**config.mk**
```make
export PLATFORM = sky130hd
export DESIGN_NAME = tccs_ctrl
export DESIGN_NICKNAME = d
export VERILOG_FILES = /design/src/tccs_pkg.sv /design/src/tccs_ctrl.sv
export SDC_FILE = /design/constraint.sdc
export NUM_CORES = 1
export LEC_CHECK = 0
export BUFFER_PORTS_ARGS = -buffer_cell sky130_fd_sc_hd__clkbuf_2
export CAP_MARGIN = 10
export CORE_AREA = 2 2 39 41
export CTS_BUF_LIST = sky130_fd_sc_hd__clkbuf_2 sky130_fd_sc_hd__clkbuf_4 sky130_fd_sc_hd__clkbuf_8
export CTS_CLUSTER_DIAMETER = 120
export CTS_CLUSTER_SIZE = 12
export DETAILED_ROUTE_END_ITERATION = 12
export DIE_AREA = 0 0 41 43
export PLACE_DENSITY = 0.49
export SYNTH_ARGS = -nofsm -noshare
export SYNTH_HDL_FRONTEND = slang
export SYNTH_SLANG_ARGS = --single-unit
```
**constraint.sdc**
```tcl
create_clock -name clk_i -period 1.2 [get_ports clk_i]
set_input_delay 0.18 -clock clk_i [delete_from_list [all_inputs] [get_ports clk_i]]
set_output_delay 0.18 -clock clk_i [all_outputs]
set_load 0.02 [all_outputs]
```
**src/tccs_pkg.sv**
```systemverilog
// Package for the text console: character codes, operation codes, default
// screen size and the command/status structs between controller and datapath.
// No dependencies.
package tccs_pkg;

  localparam int ColumnsDefault = 32;
  localparam int RowsDefault    = 16;

  // Operation codes of an input item
  localparam logic [1:0] OpPut   = 2'd0;
  localparam logic [1:0] OpWrite = 2'd1;
  localparam logic [1:0] OpRead  = 2'd2;

  // Character codes with a special meaning
  localparam logic [7:0] CodeClear = 8'd147;
  localparam logic [7:0] CodeCase  = 8'd14;
  localparam logic [7:0] CodeLf    = 8'd10;
  localparam logic [7:0] CodeCr    = 8'd13;
  localparam logic [7:0] CharSpace = 8'd32;

  typedef struct packed {
    logic accept;        // apply the current input item
    logic sweep_run;     // issue one sweep cell this cycle
    logic sweep_copy;    // sweep moves rows up instead of only blanking
    logic out_load;      // load the result register
    logic out_from_read; // result carries the registered read data
  } tccs_cmd_t;

  typedef struct packed {
    logic item_clear;    // current item clears the screen
    logic item_scroll;   // current item scrolls the screen
    logic item_read;     // current item reads a cell
    logic sweep_last;    // sweep is at its last cell
    logic out_busy;      // result register holds an item that is stalled
  } tccs_status_t;

endpackage

```
**src/tccs_ctrl.sv**
```systemverilog
// Controller of the text console: sequences accept, cell reads and the
// clear/scroll sweeps over the screen store. Uses tccs_pkg.
module tccs_ctrl (
  input  logic                  clk_i,
  input  logic                  rst_ni,
  input  logic                  in_valid_i,
  output logic                  in_stall_o,
  input  tccs_pkg::tccs_status_t status_i,
  output tccs_pkg::tccs_cmd_t    cmd_o
);
  import tccs_pkg::*;

  typedef enum logic [1:0] {
    StIdle,
    StRead,
    StSweep,
    StDrain
  } state_e;

  state_e state_q, state_d;
  logic   copy_q, copy_d;
  logic   report_q, report_d;

  assign in_stall_o = (state_q != StIdle) || status_i.out_busy;

  always_comb begin
    state_d  = state_q;
    copy_d   = copy_q;
    report_d = report_q;
    cmd_o    = '0;
    unique case (state_q)
      StIdle: begin
        if (in_valid_i && !in_stall_o) begin
          cmd_o.accept = 1'b1;
          if (status_i.item_clear) begin
            state_d  = StSweep;
            copy_d   = 1'b0;
            report_d = 1'b1;
          end else if (status_i.item_scroll) begin
            state_d  = StSweep;
            copy_d   = 1'b1;
            report_d = 1'b1;
          end else if (status_i.item_read) begin
            state_d = StRead;
          end else begin
            cmd_o.out_load = 1'b1;
          end
        end
      end
      StRead: begin
        cmd_o.out_load      = 1'b1;
        cmd_o.out_from_read = 1'b1;
        state_d             = StIdle;
      end
      StSweep: begin
        cmd_o.sweep_run  = 1'b1;
        cmd_o.sweep_copy = copy_q;
        if (status_i.sweep_last) begin
          state_d = StDrain;
        end
      end
      StDrain: begin
        // last sweep write lands this cycle
        cmd_o.out_load = report_q;
        state_d        = StIdle;
      end
      default: state_d = StIdle;
    endcase
  end

  always_ff @(posedge clk_i or negedge rst_ni) begin
    if (!rst_ni) begin
      state_q  <= StSweep;
      copy_q   <= 1'b0;
      report_q <= 1'b0;
    end else begin
      state_q  <= state_d;
      copy_q   <= copy_d;
      report_q <= report_d;
    end
  end

endmodule

```
Yosys cells after proc, flatten, opt, wreduce, memory -nomap -nowiden
Index checks and enable logic that the tools add are counted.

word-level totals
  bits of input ports = 8
  logic and storage cells = 36
  bits in registers = 4
  output and inout bits = 6

operators by class
  equal/unequal tests = 6
  reduce and logical (&&, ||, !) cells = 9
  multiplexer cells = 18

operators with widths
  operator                                                          number
  2-bit 2-to-1 mux                                                  6
  1-bit 2-to-1 mux                                                  10
  2-bit one-hot mux with 3 select lines                             1
  3-bit AND reduction                                               2
  2-bit == test (second input constant)                             2
  2-bit inequality test (second input constant)                     2
  4-bit inequality test (second input constant)                     1
  2-bit nonzero test                                                2
  1-bit one-hot mux with 3 select lines                             1
  2-bit by 1-bit == test with 1-bit output (second input constant)  1
  2-bit zero test                                                   1
  2-bit OR reduction                                                1
  1-bit logical AND                                                 1
  1-bit zero test                                                   1
  1-bit logical OR                                                  1

Logic depth before layout (Yosys ltp)
  word-level depth = 6
  depth in mapped cells = 3
  mapped depth without buffers = 3

Worst setup path before layout
OpenSTA, ideal clock, no wires.

  kind = flip-flop to output port
  start point = reg state_q[0]
  end point = out cmd_o[1] (netlist bit)
  stages on the path, launching flop included = 4
  path slack = -0.446 ns
  data required time = 1.020 ns
  path buffers = 0
  arrival time = 1.466 ns
  cell sequence = dfrtp_1 nor4b_4 a21oi_1 a21oi_1

RTL lines
  item                    line             source
  start, declared         tccs_ctrl.sv:20  state_e state_q, state_d;
  start signal, assigned  tccs_ctrl.sv:73  state_q <= StSweep;
  start signal, assigned  tccs_ctrl.sv:77  state_q <= state_d;
  end, declared           tccs_ctrl.sv:9   output tccs_pkg::tccs_cmd_t cmd_o

Final worst setup path
  start point = reg state_q[0]
  end point = out in_stall_o

on the way
  cells in the longest elaborated chain, start to end = 2

RTL lines
  item                line             source
  2-bit nonzero test  tccs_ctrl.sv:24  assign in_stall_o = (state_q != StIdle) || status_i.out_busy;
  1-bit logical OR    tccs_ctrl.sv:24
  end, declared       tccs_ctrl.sv:7   output logic in_stall_o,

Every way passes these cells.

==> summary.txt <==
Status
  – Status: finished with violations
  – Failing checks: negative setup slack

Drt
  – Remaining antenna violation count: 0
  – Pre-antenna DRT Iters: 1
  – WL/cell: 10.8 microns
  – Vias per inst: 3.98
  – Drt first-iter violations: 0
  – Post-route DRC: 0
  – Total Wirelength: 680 microns
  – Routed vias: 251

Setup path
  – Critical Path Sink: in_stall_o
  – CP startpoint: state_q[0]
  – R2R Setup Slk: -60 ps
  – Reg2reg end: state_q[0]
  – Crit path arrival time: 1310 ps
  – Critical path peak fanout: 3
  – WP data required: 1020 ps
  – Reg2Reg Launch Point: state_q[1]
  – Crit start category: register
  – Worst Reg-to-Reg Cells: 5
  – Setup CP Type: reg -> out
  – Worst Setup End Kind: primary output

Finish
  – Fin area: 478 sq um
  – Share of layout cells above drive strength 1: 0.787
  – # diodes: 0
  – Synth-to-layout area growth: 123%
  – Total Nets Final: 56
  – Fin util: 0.345

Clocking
  – Clk slew on worst S/H paths: 40 ps
  – CTS tree: done
  – Clk Latency, worst-skew pair: 230 ps
  – Buffer type at the clock tree root: clkbuf_4
  – H-tree depth: 1
  – CTS sink cnt: 4
  – Clock Path Buffers: 2
  – Num CTS Buffers: 3

Placed design
  – GPL Wtd Cong: 0.640
  – DP HPWL: 480 microns
  – Area post-placement: 334 sq um
  – Place WS: -46.9 ps
  – PortBufs: 13

Yosys
  – Distinct cell type count after synthesis: 13
  – Flops & latches, synth: 4
  – Mapped Nets: 30
  – Synth Instances: 22
  – Sequential share of the synthesized area: 0.474
  – Post-Syn Area per Cell: 9.73 sq um
  – Ys Warns: 0
  – Post-Syn Area: 214 sq um

STA
  – Relative slew slack: 0.835
  – RSZ-0062 raised after global routing: true
  – Slew @ Worst Pin: 246 ps
  – Final Critical Period: 1490 ps
  – Setup violations, final: 8
  – Post-route setup slack: -288 ps
  – Setup Skew: 6.31 ps
  – Final Max Slew Viols: 0
  – Fin crit share: 1.24
  – Final Hold Viols: 0
  – Fmax: 0.672 GHz

Power and ir drop
  – IR drop worst, VDD: 0.805 mV
  – Pleak: 0.224 nW
  – Pwr/cell area: 2260 nW/um^2

Die
  – Starting Density: 0.155
  – Core area: 1380 sq um
  – Die Wd: 41 microns
  – Standard-cell rows: 14
  – Die area: 1760 sq um
  – IO Count: 14
  – Die Height: 43 microns

Worst hold path
  – Worst hold stages: 2
  – Min-delay worst type: in -> reg

GRT
  – GRT Util Overall: 0.0818
  – Gr ovfl total: 0
  – Largest net degree at the start of global routing: 5
  – First-pass GRT wire length: 917 microns
  – Initial antenna violation count: 0
  – Vias in the first global route: 226

Job
  – Max Cap Viol: 0
-- how the worst min path moves through the flow --
stage	end	slack (ps)	from
global placement	report_q	-10	rst_ni
global route	copy_q	180	status_i[4]
CTS	copy_q	180	status_i[4]
finish	copy_q	180	status_i[4]
floorplan	copy_q	-120	rst_ni
detailed placement	copy_q	-10	rst_ni
-- worst max-delay path: stages, from the launching register on --
cell and delay (ps):
dfrtp_2 420, buf_4 140, or3_1 380, buf_6 140
-- kinds of logic (layout without fill, tap and decap cells) --
kind of cell           after synthesis  count (layout)  share of synthesized area
DFF                                  4               4                      0.474
and+or+nand+nor                      9               9                      0.292
AOI/OAI and AO/OA                    7               7                      0.199
buffers and inverters                2              27                     0.0351
-- layer usage --
| metal | part of all wire | global-route usage |
|---|---|---|
| met2 | 0.49 | 0.116 |
| met1 | 0.40 | 0.0951 |
| met4 | 0 | 0.0800 |
| met5 | 0 | 0 |
| met3 | 0.11 | 0.0157 |
-- synthesized netlist by cell type --
| cell type | n | area (sq um) |
|---|---|---|
| or3_1 | 1 | 6.26 |
| nor3_1 | 1 | 5.00 |
| o21ai_2 | 1 | 8.76 |
| nor2_1 | 3 | 11.3 |
| dfstp_2 | 1 | 26.3 |
| a21oi_1 | 5 | 25.0 |
| a32oi_1 | 1 | 8.76 |
| nand2_1 | 1 | 3.75 |
| dfrtp_1 | 3 | 75.1 |
| nor2b_1 | 1 | 6.26 |
| and2_1 | 1 | 6.26 |
| inv_1 | 2 | 7.51 |
| nor4b_4 | 1 | 23.8 |
-- per-stage QoR --
step           setup TNS (ps)  hold WS [ps]  instances  power (mW)
3_5_place_dp            -72.2         -10.6         55       0.623
3_3_place_gp            -82.1         -10.8         55       0.617
2_1_floorplan            -614          -116         22       0.443
6_report                -1210           178         63        1.08
5_1_grt                 -1630           179         63        1.14
4_1_cts                 -1210           176         62       0.989
-- flip-flops by register name, indices dropped and copies added (netlist names) --
signal	count
copy_q	1
state_q	2
report_q	1
-- layout make-up --
| class | instances | area [sq um] |
|---|---|---|
| timing repair buffer | 21 | 176 |
| sequential | 4 | 103 |
| tap | 16 | 20.0 |
| inverter | 2 | 7.51 |
| clock buffer | 4 | 30.0 |
| fill | 147 | 906 |
| multi-input combinational | 16 | 141 |
-- timing repair --
| item | in CTS | in global routing |
|---|---|---|
| endpoints found under the setup margin | 6 | 9 |
| gates resized for setup | 14 | 10 |
| gates cloned | 0 | 0 |
| hold buffers | 1 | 0 |
| hold endpoints to repair | 4 | 0 |
| pin swaps | 3 | 3 |
| setup buffers | 2 | 1 |
-- cell usage in the layout (no fill, tap or decap), types with 2 or more instances in the layout --
| cell type | n |
|---|---|
| buf_6 | 2 |
| dfrtp_1 | 2 |
| buf_4 | 6 |
| a21oi_2 | 5 |
| nor2_1 | 2 |
| clkbuf_2 | 8 |
| clkbuf_4 | 4 |
| buf_8 | 3 |
-- power by group --
group | leakage, nW | switching [mW] | internal (mW)
Sequential | 0.0430 | 0.0521 | 0.193
Clock | 0.0184 | 0.0561 | 0.147
Combinational | 0.162 | 0.284 | 0.346
No activity file was read; power rests on OpenSTA's default activity.
